--- src/rtl/msh_pkg.sv ---
// Package with the types, constants and helper functions of the string hash generator.
`default_nettype none
package msh_pkg;

	localparam int unsigned NUM_HASHES = 11;

	localparam logic [3:0] HASH_COUNT_MIN   = 4'd1;
	localparam logic [3:0] HASH_COUNT_MAX   = 4'd11;
	localparam logic [3:0] HASH_COUNT_RESET = 4'd10;

	// Hash function indexes.
	localparam int unsigned IDX_RS   = 0;
	localparam int unsigned IDX_JS   = 1;
	localparam int unsigned IDX_PJW  = 2;
	localparam int unsigned IDX_ELF  = 3;
	localparam int unsigned IDX_BKDR = 4;
	localparam int unsigned IDX_SDBM = 5;
	localparam int unsigned IDX_DJB  = 6;
	localparam int unsigned IDX_DEK  = 7;
	localparam int unsigned IDX_BP   = 8;
	localparam int unsigned IDX_FNV  = 9;
	localparam int unsigned IDX_AP   = 10;

	localparam logic [31:0] RS_MUL_SEED = 32'd63689;
	localparam logic [31:0] RS_MUL_STEP = 32'd378551;
	localparam logic [31:0] JS_SEED     = 32'd1315423911;
	localparam logic [31:0] PJW_HIGH    = 32'hF000_0000;
	localparam logic [31:0] DJB_SEED    = 32'd5381;
	localparam logic [31:0] FNV_MUL     = 32'h811C_9DC5;
	localparam logic [31:0] AP_SEED     = 32'hAAAA_AAAA;

	typedef logic [3:0] hash_cnt_t;
	typedef logic [NUM_HASHES-1:0][31:0] hash_vec_t;

	typedef struct packed {
		logic [7:0] byte_value;
		logic       last_byte;
	} in_t;

	typedef struct packed {
		logic [3:0]  hash_index;
		logic [31:0] hash_value;
		logic        last_result;
	} out_t;

	// One byte request handed from the input register to the accumulators.
	typedef struct packed {
		logic       valid;
		logic [7:0] byte_value;
		logic       last_byte;
	} step_t;

	// Load request from the input side to the result emitter.
	typedef struct packed {
		logic      load;
		hash_cnt_t count;
	} emit_ctl_t;

	function automatic logic [31:0] rotl32(input logic [31:0] v, input logic [4:0] s);
		logic [63:0] w;
		w = {v, v} << s;
		return w[63:32];
	endfunction

	// Shared step of the PJW and ELF hashes.
	function automatic logic [31:0] pjw_step(input logic [31:0] h, input logic [31:0] c);
		logic [31:0] t;
		logic [31:0] x;
		t = (h << 4) + c;
		x = t & PJW_HIGH;
		return (t ^ (x >> 24)) & ~PJW_HIGH;
	endfunction

endpackage
`default_nettype wire

--- src/rtl/msh_emit.sv ---
// Result emitter: holds a key's finished hashes, sends one per cycle on out_ready.
`default_nettype none
module msh_emit (
	input  wire logic                clk,
	input  wire logic                arst_n,
	input  wire msh_pkg::emit_ctl_t  ctl,
	input  wire msh_pkg::hash_vec_t  final_hash,
	output logic                     free,
	output logic                     out_valid,
	input  wire logic                out_ready,
	output msh_pkg::out_t            out_data
);

	msh_pkg::hash_vec_t snap_q;
	logic [3:0]         idx_q;
	logic [3:0]         last_idx_q;
	logic               busy_q;
	logic               is_last;
	logic               take;

	assign is_last   = (idx_q == last_idx_q);
	assign take      = busy_q && out_ready;
	assign free      = !busy_q || (take && is_last);
	assign out_valid = busy_q;

	assign out_data.hash_index  = idx_q;
	assign out_data.hash_value  = snap_q[0];
	assign out_data.last_result = is_last;

	always_ff @(posedge clk or negedge arst_n) begin
		if (!arst_n) begin
			busy_q     <= 1'b0;
			idx_q      <= '0;
			last_idx_q <= '0;
		end else if (ctl.load) begin
			busy_q     <= 1'b1;
			idx_q      <= '0;
			last_idx_q <= ctl.count - 4'd1;
		end else if (take) begin
			if (is_last) begin
				busy_q <= 1'b0;
			end else begin
				idx_q <= idx_q + 4'd1;
			end
		end
	end

	// The hash on show always sits in entry zero; the rest move down as results leave.
	always_ff @(posedge clk) begin
		if (ctl.load) begin
			snap_q <= final_hash;
		end else if (take) begin
			for (int k = 0; k < msh_pkg::NUM_HASHES - 1; k++) begin
				snap_q[k] <= snap_q[k+1];
			end
		end
	end

endmodule
`default_nettype wire

--- config.mk ---
export PLATFORM = sky130hd
export DESIGN_NAME = msh_emit
export DESIGN_NICKNAME = d
export VERILOG_FILES = /design/src/rtl/msh_pkg.sv /design/src/rtl/msh_emit.sv
export SDC_FILE = /design/constraint.sdc
export NUM_CORES = 1
export LEC_CHECK = 0
export BUFFER_PORTS_ARGS = -buffer_cell sky130_fd_sc_hd__buf_2
export CAP_MARGIN = 20
export CORE_MARGIN = 2
export CORE_UTILIZATION = 45
export CTS_BUF_LIST = sky130_fd_sc_hd__clkbuf_8
export CTS_CLUSTER_DIAMETER = 50
export DETAILED_ROUTE_END_ITERATION = 16
export GPL_TIMING_DRIVEN = 0
export HOLD_SLACK_MARGIN = 0.05
export PLACE_DENSITY_LB_ADDON = 0.08
export SLEW_MARGIN = 20
export SYNTH_ARGS = -nofsm -noshare
export SYNTH_HDL_FRONTEND = slang
export SYNTH_SLANG_ARGS = --single-unit
--- constraint.sdc ---
create_clock -name clk -period 23 [get_ports clk]
set_clock_uncertainty 0.15 [all_clocks]
set_input_delay 4.6 -clock clk [delete_from_list [all_inputs] [get_ports clk]]
set_output_delay 4.6 -clock clk [all_outputs]
set_load 0.1 [all_outputs]
== Word level (Yosys, flattened, before mapping) ==
Cells that the tools add are included.

* Flip-flop bits (word level): 361
* Bits in latches: 0
* Memory bits (writable): 0
* Bits in read-only memories: 0
* Output and inout port bits: 39
* Word-level logic and storage cells: 34
* Memories kept: 0

* Add/sub/neg operators: 2
* Multipliers: 0
* Div/mod/pow operators: 0
* Magnitude comparators: 0
* Equality and inequality tests: 2
* Shifts and indexed selects: 0
* Muxes and demuxes: 8
* Bitwise operators: 0
* Reduce and logical (&&, ||, !) cells: 8

{| class="wikitable"
|+ Operator list
! kind !! count
|-
| $mux 320 || 2
|-
| $mux 4 || 3
|-
| $add 4x1->4 const B || 1
|-
| $eq 4x4->1 || 1
|-
| $reduce_and 2->1 || 2
|-
| $reduce_bool 2->1 || 2
|-
| $sub 4x1->4 const B || 1
|-
| $mux 1 || 3
|-
| $logic_and 1x1->1 || 2
|-
| $ne 2x2->1 const B || 1
|-
| $logic_not 1->1 || 1
|-
| $logic_or 1x1->1 || 1
|}

== Longest topological paths before layout ==
* Word-level depth: 4
* Depth in mapped cells: 5

== Worst setup path after synthesis ==
No wires, ideal clock.

* Path type: in2reg
* Start point: input port ctl[4] in the netlist's numbering
* End point: register snap_q, in the netlist out_data[10], enable pin
* Setup time: 0.740 ns
* Arrival: 12.862 ns
* Required time: 22.110 ns
* Setup slack: 9.249 ns
* Stages: 4
* Buffers on the path: 3
* Cells stage by stage: buf_2 -> buf_2 -> buf_1 -> nand2b_1

* Cells in the longest elaborated chain, start to end: 1

{| class="wikitable"
|+ Ends and longest elaborated chain
! element !! line !! source
|-
| start: declaration || msh_emit.sv:6 || <nowiki>input wire msh_pkg::emit_ctl_t ctl,</nowiki>
|-
| $reduce_bool 2->1 (no source line) || n/a ||
|-
| end signal: assignment || msh_emit.sv:51 || <nowiki>snap_q <= final_hash;</nowiki>
|-
| end signal: indexed assignment || msh_emit.sv:54 || <nowiki>snap_q[k] <= snap_q[k+1];</nowiki>
|-
| end: declaration || msh_emit.sv:14 || <nowiki>msh_pkg::hash_vec_t snap_q;</nowiki>
|}

Every way passes these cells.
A chain may end at the register's enable or synchronous reset.

== Worst setup path after layout ==
* Start point: input port out_ready
* End point: output port free

* Cells in the longest elaborated chain, start to end: 3

{| class="wikitable"
|+ Ends and longest elaborated chain
! element !! line !! source
|-
| start: declaration || msh_emit.sv:10 || <nowiki>input wire logic out_ready,</nowiki>
|-
| $logic_and 1x1->1 || msh_emit.sv:22 || <nowiki>assign take = busy_q && out_ready;</nowiki>
|-
| $logic_and 1x1->1 || msh_emit.sv:23 || <nowiki>assign free = !busy_q || (take && is_last);</nowiki>
|-
| $logic_or 1x1->1 || msh_emit.sv:23 ||
|-
| end: declaration || msh_emit.sv:8 || <nowiki>output logic free,</nowiki>
|}

Every way passes these cells.

==> qor.yml <==
setup_path:
  crit_path_start_kind: "input port"
  worstPathRequired_ps: 18250
  crit_start: "out_ready"
  endpoint_kind: "primary output"
  crit_type: "in2out"
  cp_max_fo: 3
  r2r-start: "out_valid"
  worstPathArrival_ps: 5240
timing:
  tightest_slew_ps: 675
  min_period_ps: 9990
  slew_violations: 0
  hold_viol: 0
  slew_headroom_pct: 55.0
  max_freq_mhz: 100
  setup_viol: 0
  rsz0062_at_grt: "false"
  setup_tns_ps: 0
  post-route-period-util_pct: 43.4
synthesis:
  ys_seq_area_share_pct: 71.5
  async_reset_ff_share_pct: 2.49
  synthTopCellsByArea: "edfxtp_1 70%, mux2_2 24%, buf_4 1.6%"
  synth-seq-cells: 361
  yosys_warnings: 0
  yosysMostFrequentCell: "edfxtp_1"
  syn-cell-area_sq_um: 15100
  yosysUniqueCellTypes: 25
  synth_edf_count: 352
  syn-mean-instance-area_sq_um: 19.2
  synth_top_cell_area_share_pct: 70.0
  yosysTopAreaCell: "edfxtp_1"
  synth_cells: 787
  syn-num-nets: 1149
  synth_common_cells: "352 x edfxtp_1, 321 x mux2_2, 34 x buf_2, 33 x buf_4, 9 x dfrtp_1"
  synth-main-ff-cell: "edfxtp_1"
clock_tree:
  cts_setup_buffers: 0
  clockRootBuffer: "clkbuf_8"
  postCtsResizedCells: 0
  insertion_delay_ps: 610
  cts_made_buffers: 58
  tritoncts: "built"
  htreeDepth: 2
  holdBufCountCts: 0
  cts.sinks: 361
  clk_pin_slew_ps: 60
  clock_path_buffers: 3
power_and_ir_drop:
  vdd_drop_max_mv: 0.0525
  leakagePower_uw: 0.00759
  p_per_area_nw_per_um2: 79.7
  power.total_uw: 1500
floorplan:
  die_area_sq_um: 35000
  rows: 67
  io_pins: 399
  die_w_um: 187
  die_y_um: 187
  core_area_sq_um: 33300
  start_util_pct: 45.3
cells_and_area:
  fin_nets: 1613
  final_cell_area_sq_um: 18800
  drive_gt1_share_pct: 66.6
  area_delta_synth_final_pct: 24.8
detailed_routing:
  dr_wl_met3_mm: 3.08
  routedWlPerCell_um: 17.5
  route.vias.total: 8107
  via_per_inst: 4.61
  wirelength_mm: 30.7
  met2_length_mm: 15.1
  drt_first_pass_iters: 4
  drc: 0
  ant_nets: 0
  wirelength_met1_mm: 11.6
  first_iter_violations: 401
  dr.max_layer_used: "met5"
job:
  maxCapViolCount: 0
placement:
  dp_hpwl_mm: 22.9
  place_area_sq_um: 17800
  place.gp.congestion: 0.761
  port_buffers: 398
global_route:
  grt_pass1_vias: 8620
  antenna_found_initial: 25
  grt_pass1_wl_mm: 47.8
  grt_max_degree: 57
  grt_overflow: 0
  grt_usage_pct: 17.8
hold_path:
  hp-class: "reg2reg"
  worstHoldStart: "snap_q[216]"
run_status:
  status: "finished clean"
==> critical path: stages <==
cell,delay (ps)
buf_2,100
a21bo_2,130
buf_2,420
==> stage by stage <==
step / setup slack, ps / util [%] / hold WS, ps / instances
after floorplan: 9250 / - / 352 / 787
after global placement: 4920 / 53.0 / 366 / 1633
after detailed placement: 13010 / 53.5 / 370 / 1639
after CTS: 13010 / 56.5 / 379 / 1745
after global routing: 12980 / 56.5 / 402 / 1750
final: 13010 / 56.6 / 377 / 1758
==> state kept, by name (all words and copies together), names as in the netlist <==
register	cells
out_valid	1
last_idx_q	4
out_data	32
idx_q	4
snap_q	320
==> area by class of cell <==
| class | instances | area, sq um |
|---|---|---|
| clock buffers | 59 | 812 |
| repair buffers | 404 | 2140 |
| flip-flops and latches | 361 | 10800 |
| inverters | 3 | 11.3 |
| fillers | 2748 | 14400 |
| plain buffers | 70 | 429 |
| multi-input cells | 353 | 3860 |
| clock inverters | 47 | 190 |
| diodes | 13 | 32.5 |
| well taps | 448 | 561 |
==> layout by cell type, fill, tap and decap left out, types with 2 or more instances in the layout <==
cell and count:
clkinv_2 8, mux2_2 321, inv_1 26, clkbuf_8 59
buf_4 33, nor2_1 5, mux2i_1 2, clkinv_1 15
buf_16 4, xnor2_1 7, clkbuf_1 2, dfrtp_1 9
a21oi_1 3, buf_2 432, edfxtp_1 352, buf_12 2
ha_1 2, diode_2 13
==> cell families (layout without fill, tap and decap cells) <==
kind of cell,Yosys count,after routing,synth area share [%]
simple gates,14,14,0.497
fa+ha+maj,2,2,0.166
compound gates,6,6,0.307
flops,361,361,71.5
buf+inv,73,583,2.92
mux,324,324,24.2
xor+xnor,7,7,0.406
other cells,0,13,0
==> per-layer routing <==
metal  vias to the layer above  track usage, %
li1                       3988               -
met1                      3698            20.1
met2                       309            30.5
met3                        84            7.62
met4                        28            5.46
met5                         -               0
==> where the power goes <==
group          leakage, uW  switching (uW)  internal, uW
registers          0.00368            17.2           808
logic              0.00331             108          90.5
clock network     0.000602             240           237
total              0.00759             365          1140
==> final timing paths <==
path / end / slack (ps) / cells past startpoint
worst max-delay path: free / 13010 / 3
worst min-delay path: snap_q[184] / 380 / 1
worst min register to register: snap_q[184] / 380 / 1
max in group asynchronous: idx_q[3] / 18810 / 1
worst max register to register: snap_q[123] / 20630 / 5
min in group asynchronous: out_valid / 3710 / 1
No activity file was read; power rests on OpenSTA's default activity.
