**src/rtl/msh_pkg.sv**
```systemverilog
// Package with the types, constants and helper functions of the string hash generator.
`default_nettype none
package msh_pkg;

	localparam int unsigned NUM_HASHES = 11;

	localparam logic [3:0] HASH_COUNT_MIN   = 4'd1;
	localparam logic [3:0] HASH_COUNT_MAX   = 4'd11;
	localparam logic [3:0] HASH_COUNT_RESET = 4'd10;

	// Hash function indexes.
	localparam int unsigned IDX_RS   = 0;
	localparam int unsigned IDX_JS   = 1;
	localparam int unsigned IDX_PJW  = 2;
	localparam int unsigned IDX_ELF  = 3;
	localparam int unsigned IDX_BKDR = 4;
	localparam int unsigned IDX_SDBM = 5;
	localparam int unsigned IDX_DJB  = 6;
	localparam int unsigned IDX_DEK  = 7;
	localparam int unsigned IDX_BP   = 8;
	localparam int unsigned IDX_FNV  = 9;
	localparam int unsigned IDX_AP   = 10;

	localparam logic [31:0] RS_MUL_SEED = 32'd63689;
	localparam logic [31:0] RS_MUL_STEP = 32'd378551;
	localparam logic [31:0] JS_SEED     = 32'd1315423911;
	localparam logic [31:0] PJW_HIGH    = 32'hF000_0000;
	localparam logic [31:0] DJB_SEED    = 32'd5381;
	localparam logic [31:0] FNV_MUL     = 32'h811C_9DC5;
	localparam logic [31:0] AP_SEED     = 32'hAAAA_AAAA;

	typedef logic [3:0] hash_cnt_t;
	typedef logic [NUM_HASHES-1:0][31:0] hash_vec_t;

	typedef struct packed {
		logic [7:0] byte_value;
		logic       last_byte;
	} in_t;

	typedef struct packed {
		logic [3:0]  hash_index;
		logic [31:0] hash_value;
		logic        last_result;
	} out_t;

	// One byte request handed from the input register to the accumulators.
	typedef struct packed {
		logic       valid;
		logic [7:0] byte_value;
		logic       last_byte;
	} step_t;

	// Load request from the input side to the result emitter.
	typedef struct packed {
		logic      load;
		hash_cnt_t count;
	} emit_ctl_t;

	function automatic logic [31:0] rotl32(input logic [31:0] v, input logic [4:0] s);
		logic [63:0] w;
		w = {v, v} << s;
		return w[63:32];
	endfunction

	// Shared step of the PJW and ELF hashes.
	function automatic logic [31:0] pjw_step(input logic [31:0] h, input logic [31:0] c);
		logic [31:0] t;
		logic [31:0] x;
		t = (h << 4) + c;
		x = t & PJW_HIGH;
		return (t ^ (x >> 24)) & ~PJW_HIGH;
	endfunction

endpackage
`default_nettype wire

```
**src/rtl/msh_core.sv**
```systemverilog
// Hash accumulators: absorb a byte per cycle on step.valid; give a key's finished hashes.
`default_nettype none
module msh_core (
	input  wire logic               clk,
	input  wire logic               arst_n,
	input  wire msh_pkg::step_t     step,
	output msh_pkg::hash_vec_t      final_hash
);

	msh_pkg::hash_vec_t acc_q;
	msh_pkg::hash_vec_t acc_next;
	logic [31:0]        rs_mul_q;
	logic [31:0]        rs_mul_next;
	logic [31:0]        count_q;
	logic [31:0]        count_next;
	logic [31:0]        c;
	logic [31:0]        ap_prod;
	logic [31:0]        rs_prod;
	logic [31:0]        fnv_prod;
	logic [4:0]         dek_shift;

	assign c = {{24{step.byte_value[7]}}, step.byte_value};

	assign rs_prod  = acc_q[msh_pkg::IDX_RS] * rs_mul_q;
	assign fnv_prod = acc_q[msh_pkg::IDX_FNV] * msh_pkg::FNV_MUL;
	assign ap_prod  = c * (acc_q[msh_pkg::IDX_AP] >> 3);

	always_comb begin
		acc_next = acc_q;
		acc_next[msh_pkg::IDX_RS] = rs_prod + c;
		acc_next[msh_pkg::IDX_JS] = acc_q[msh_pkg::IDX_JS] ^ ((acc_q[msh_pkg::IDX_JS] << 5) + c
			+ (acc_q[msh_pkg::IDX_JS] >> 2));
		acc_next[msh_pkg::IDX_PJW] = msh_pkg::pjw_step(acc_q[msh_pkg::IDX_PJW], c);
		acc_next[msh_pkg::IDX_ELF] = msh_pkg::pjw_step(acc_q[msh_pkg::IDX_ELF], c);
		acc_next[msh_pkg::IDX_BKDR] = (acc_q[msh_pkg::IDX_BKDR] << 7)
			+ (acc_q[msh_pkg::IDX_BKDR] << 1) + acc_q[msh_pkg::IDX_BKDR] + c;
		acc_next[msh_pkg::IDX_SDBM] = c + (acc_q[msh_pkg::IDX_SDBM] << 6)
			+ (acc_q[msh_pkg::IDX_SDBM] << 16) - acc_q[msh_pkg::IDX_SDBM];
		acc_next[msh_pkg::IDX_DJB] = (acc_q[msh_pkg::IDX_DJB] << 5) + acc_q[msh_pkg::IDX_DJB] + c;
		acc_next[msh_pkg::IDX_DEK] = msh_pkg::rotl32(acc_q[msh_pkg::IDX_DEK], 5'd5) ^ c;
		acc_next[msh_pkg::IDX_BP] = (acc_q[msh_pkg::IDX_BP] << 7) ^ c;
		acc_next[msh_pkg::IDX_FNV] = fnv_prod ^ c;
		// AP alternates between two update forms by byte position.
		if (!count_q[0]) begin
			acc_next[msh_pkg::IDX_AP] = acc_q[msh_pkg::IDX_AP]
				^ ((acc_q[msh_pkg::IDX_AP] << 7) ^ ap_prod);
		end else begin
			acc_next[msh_pkg::IDX_AP] = acc_q[msh_pkg::IDX_AP]
				^ ~(((acc_q[msh_pkg::IDX_AP] << 11) + c) ^ (acc_q[msh_pkg::IDX_AP] >> 5));
		end
	end

	assign rs_mul_next = rs_mul_q * msh_pkg::RS_MUL_STEP;
	assign count_next  = count_q + 32'd1;
	// Rotate amount is 5 * length modulo 32.
	assign dek_shift   = count_next[4:0] + {count_next[2:0], 2'b00};

	always_comb begin
		final_hash = acc_next;
		// Folding in the length this way equals seeding DEK with the key length.
		final_hash[msh_pkg::IDX_DEK] = acc_next[msh_pkg::IDX_DEK]
			^ msh_pkg::rotl32(count_next, dek_shift);
	end

	always_ff @(posedge clk or negedge arst_n) begin
		if (!arst_n) begin
			acc_q    <= '0;
			acc_q[msh_pkg::IDX_JS]  <= msh_pkg::JS_SEED;
			acc_q[msh_pkg::IDX_DJB] <= msh_pkg::DJB_SEED;
			acc_q[msh_pkg::IDX_AP]  <= msh_pkg::AP_SEED;
			rs_mul_q <= msh_pkg::RS_MUL_SEED;
			count_q  <= '0;
		end else if (step.valid) begin
			if (step.last_byte) begin
				acc_q    <= '0;
				acc_q[msh_pkg::IDX_JS]  <= msh_pkg::JS_SEED;
				acc_q[msh_pkg::IDX_DJB] <= msh_pkg::DJB_SEED;
				acc_q[msh_pkg::IDX_AP]  <= msh_pkg::AP_SEED;
				rs_mul_q <= msh_pkg::RS_MUL_SEED;
				count_q  <= '0;
			end else begin
				acc_q    <= acc_next;
				rs_mul_q <= rs_mul_next;
				count_q  <= count_next;
			end
		end
	end

endmodule
`default_nettype wire

```
**config.mk**
```make
export PLATFORM = sky130hd
export DESIGN_NAME = msh_core
export DESIGN_NICKNAME = d
export VERILOG_FILES = /design/src/rtl/msh_pkg.sv /design/src/rtl/msh_core.sv
export SDC_FILE = /design/constraint.sdc
export NUM_CORES = 2
export LEC_CHECK = 0
export BUFFER_PORTS_ARGS = -buffer_cell sky130_fd_sc_hd__buf_4
export CAP_MARGIN = 20
export CORE_MARGIN = 2
export CORE_UTILIZATION = 35
export DETAILED_ROUTE_END_ITERATION = 10
export PLACE_DENSITY = 0.49
export SYNTH_ARGS = -nofsm -noshare
export SYNTH_HDL_FRONTEND = slang
export SYNTH_SLANG_ARGS = --single-unit
```
**constraint.sdc**
```tcl
create_clock -name clk -period 22.9 [get_ports clk]
set_input_delay 4.58 -clock clk [delete_from_list [all_inputs] [get_ports clk]]
set_output_delay 4.58 -clock clk [all_outputs]
set_load 0.02 [all_outputs]
```
Word level (Yosys, flattened, before mapping):

Cells that the tools add are included.

* output and inout bits: 352
* bits in registers: 401
* input bits: 12

* add/subtract/negate cells: 16
* bitwise operators: 12
* shifts and indexed selects: 1
* muxes and demuxes: 4
* $mul: 4

Operators by type and width (number)
* $add A32 B32 Y32: 12
* $mux W352: 1
* $xor A32 B32 Y32: 8
* $mux W32: 3
* $shl A64 B5 Y64: 1
* $xor A28 B8 Y28: 2
* $add A32 B1 Y32 const B: 1
* $add A32 B30 Y32: 1
* $mul A32 B19 Y32 const B: 1
* $mul A32 B32 Y32: 1
* $mul A32 B32 Y32 const B: 1
* $mul A8 B30 Y32: 1
* $not A32 Y32: 1
* $sub A32 B32 Y32: 1
* $xor A32 B27 Y32: 1
* $add A5 B5 Y5: 1

Depth between registers and ports, before layout:

* depth in word-level cells: 6
* depth in mapped cells: 31
* mapped depth without buffers: 29

Worst setup path before layout:

Ideal clock, no wire load.

* path kind: input port to output port
* start: in step[8] (netlist bit)
* end: out final_hash[30] (netlist bit)
* arrival: 13.620 ns
* path slack: 4.700 ns
* required time: 18.320 ns
* path buffers: 4
* cell stages on the path: 27
* cells stage by stage: clkbuf_1 -> clkbuf_1 -> buf_1 -> buf_1 -> inv_1 -> fa_1 -> fa_1 -> inv_1 -> fa_1 -> inv_1 -> fa_1 -> inv_1 -> fa_1 -> fa_1 -> fa_1 -> inv_1 -> fa_1 -> inv_1 -> ha_1 -> a21o_1 -> a21oi_1 -> nand3b_1 -> o21ai_0 -> o22ai_1 -> or4_1 -> a31oi_1 -> xnor2_1

RTL lines
* start: declaration: RTL line msh_core.sv:6 `input wire msh_pkg::step_t step,`
* end: declaration: RTL line msh_core.sv:7 `output msh_pkg::hash_vec_t final_hash`

==> impl_metrics.toml <==
[timing]
rsz0062_at_grt = "false"
drv_slew = 0
final-hold-violation-count = 0
fmax_mhz = 59.8
fin_skew_ns = 0.0494
setup_ws_ns = 6.17
setup_viol = 0
max_slew_margin_pct = 26.9
worst_pin_slew_ns = 1.08
tns_ns = 0
period_needed_ns = 16.73
fin_crit_sh_pct = 73.1

[cts]
numCtsBuffers = 66
cts-htree-levels = 3
cts_root_buf = "clkbuf_16"
cts_sinks = 393
clk_pin_slew_ns = 0.05
post_cts_buffers = 0
hold_buffers = 0
cts_resized = 0
clockBufferDepth = 3
clk_latency_ns = 0.70
cts_tree = "done"

[finish]
syn2layout_area_growth_pct = 10.8
fin_nets = 9624
instances_no_fill = 10465
final_util_pct = 39.1
drive_above_1_share_pct = 8.40

[synth]
yosys.cell_types.count = 91
ys_seq_area_share_pct = 13.8
ys.flop_type = "dfrtp_1"
synth-edff-count = 0
yosys-top-cells-area = "fa_1, ha_1, dfrtp_1"
synth_warnings = 0
synthesis.area_sq_um = 71600
yosysMostFrequentCell = "inv_1"
yosys.area.top_type_share_pct = 31.3
yosysTopAreaCell = "fa_1"
synth-async-reset-ratio_pct = 100
synth-seq-cells = 393
synthCells = 7550
syn_area_per_cell_sq_um = 9.48
netlist_top_cells_count = "inv_1, fa_1, ha_1"

[global_route]
grt_max_degree = 146
grt_pass1_wl_um = 353000
grt_use_total_pct = 22.0
antenna_found_initial = 3
overflow = 0
first_global_vias = 57151

[setup_path]
start_kind = "primary input"
arrival_ns = 12.15
crit_required_ns = 18.32
worstSetupPathType = "in -> out"
end_kind = "primary output"
crit_path_max_fanout = 27

[die]
rows = 165
dieHeight_um = 456
core_sq_um = 203000
io_pins = 364
die-area_sq_um = 208000
die_w_um = 456
start_util_pct = 35.3

[routing]
ant_nets = 0
vias = 53162
routed_via_density = 5.08
drc_errors = 0
wire_per_inst_um = 21.6
finalWirelength_um = 226000
firstDrtPassIters = 5
drt_first_iter_violations = 2754

[placement]
dp_cells = 10341
place.gp.congestion = 0.881
port_buffers = 355
dp_hpwl_um = 177000
pre_cts_slack_ns = 6.00

[status]
outcome = "finished clean"

[flow_run]
maxCapViolations = 0

[worst_hold_path]
hold_path.class = "reg -> reg"
-- cells in the final DEF (no fill, tap or decap), types with 11 or more instances in the layout --
| cell | n |
|---|---|
| a211oi_1 | 32 |
| xor2_1 | 186 |
| nand3_1 | 58 |
| fa_1 | 1118 |
| a21oi_1 | 290 |
| nand2b_1 | 45 |
| ha_1 | 757 |
| nor3_1 | 76 |
| nand2_1 | 477 |
| o22a_1 | 23 |
| mux4_2 | 14 |
| o31ai_1 | 15 |
| and3_1 | 34 |
| nand4_1 | 23 |
| o21ai_0 | 186 |
| o2bb2ai_1 | 44 |
| or3_1 | 24 |
| clkbuf_16 | 67 |
| buf_4 | 426 |
| o22ai_1 | 23 |
| nor4_1 | 12 |
| a21o_1 | 114 |
| o21a_1 | 50 |
| clkbuf_8 | 13 |
| mux2i_1 | 62 |
| clkinv_2 | 11 |
| a31oi_1 | 41 |
| dfstp_2 | 48 |
| o21bai_1 | 38 |
| nor2_1 | 317 |
| o211ai_1 | 14 |
| xnor2_1 | 474 |
| mux2_2 | 14 |
| and2_1 | 369 |
| a22o_1 | 259 |
| nor2b_1 | 30 |
| inv_1 | 1435 |
| dfrtp_1 | 344 |
| clkbuf_1 | 13 |
-- area by class of cell --
cell class                 instances  area [sq um]
multi-input combinational       5399         55000
sequential                       393          9900
clock buffer                      93          1900
inverter                        1446          5440
antenna                            3          7.51
timing repair buffer             431          3300
fill                           20399        123000
tap                             2672          3340
clock inverter                    28           388
-- per-layer routing --
metal	global-route usage [%]	share of wire, %	vias up
li1	-	-	24623
met1	29.5	45	27202
met2	37.0	48	1080
met3	2.89	4.4	257
met4	6.57	3.0	0
met5	0	0	-
-- path summary, 6_finish.rpt --
check                                  to         from  slack (ns)  depth (start not counted)
max reg2reg                     acc_q[30]  rs_mul_q[7]       14.60                         25
min                            acc_q[223]   acc_q[223]        0.49                          1
min in group asynchronous      acc_q[119]       arst_n        3.88                          1
min reg2reg                    acc_q[223]   acc_q[223]        0.49                          1
max                        final_hash[30]      step[8]        6.17                         26
max in group asynchronous      acc_q[302]       arst_n       16.81                          3
-- worst max-delay path: stages --
cell and delay, ns:
buf_8 0.29, inv_4 0.26, fa_1 0.56, fa_1 0.56
inv_1 0.05, fa_1 0.47, inv_1 0.05, fa_1 0.53
inv_1 0.04, ha_1 0.27, ha_1 0.29, fa_1 0.48
inv_1 0.05, fa_1 0.48, inv_1 0.05, ha_1 0.37
o21a_1 0.16, nor2_1 0.05, or4b_2 0.69, a21oi_1 0.37
o21ai_0 0.26, o22ai_1 0.47, or4_1 0.19, a31oi_1 0.11
xnor2_1 0.23, buf_4 0.19
-- cells by family (layout without fill, tap and decap cells) --
| family | after synthesis | count (layout) | share of synthesized area (%) |
|---|---|---|---|
| compound gates | 1249 | 1249 | 12.1 |
| xor+xnor | 662 | 662 | 8.10 |
| simple gates | 1513 | 1513 | 10.4 |
| buf+inv | 1765 | 1998 | 9.42 |
| fa+ha+maj | 1875 | 1875 | 44.5 |
| flops | 393 | 393 | 13.8 |
| other cells | 1 | 11 | 0.00524 |
| mux | 92 | 92 | 1.60 |
-- registers in the layout (all words and copies together) (netlist names) --
name and cells:
acc_q 329, count_q 32, rs_mul_q 32
-- through the flow --
step                      cell area [sq um]  hold slack [ns]
after floorplan                       71600            0.470
after global placement                76900            0.480
after detailed placement              77000            0.489
after CTS                             79200            0.500
after global routing                  79300            0.526
final                                 79300            0.494
Power is left out: the tool's default activity adds up to more than one toggle a clock period on the data nets, which glitch-free logic cannot reach.
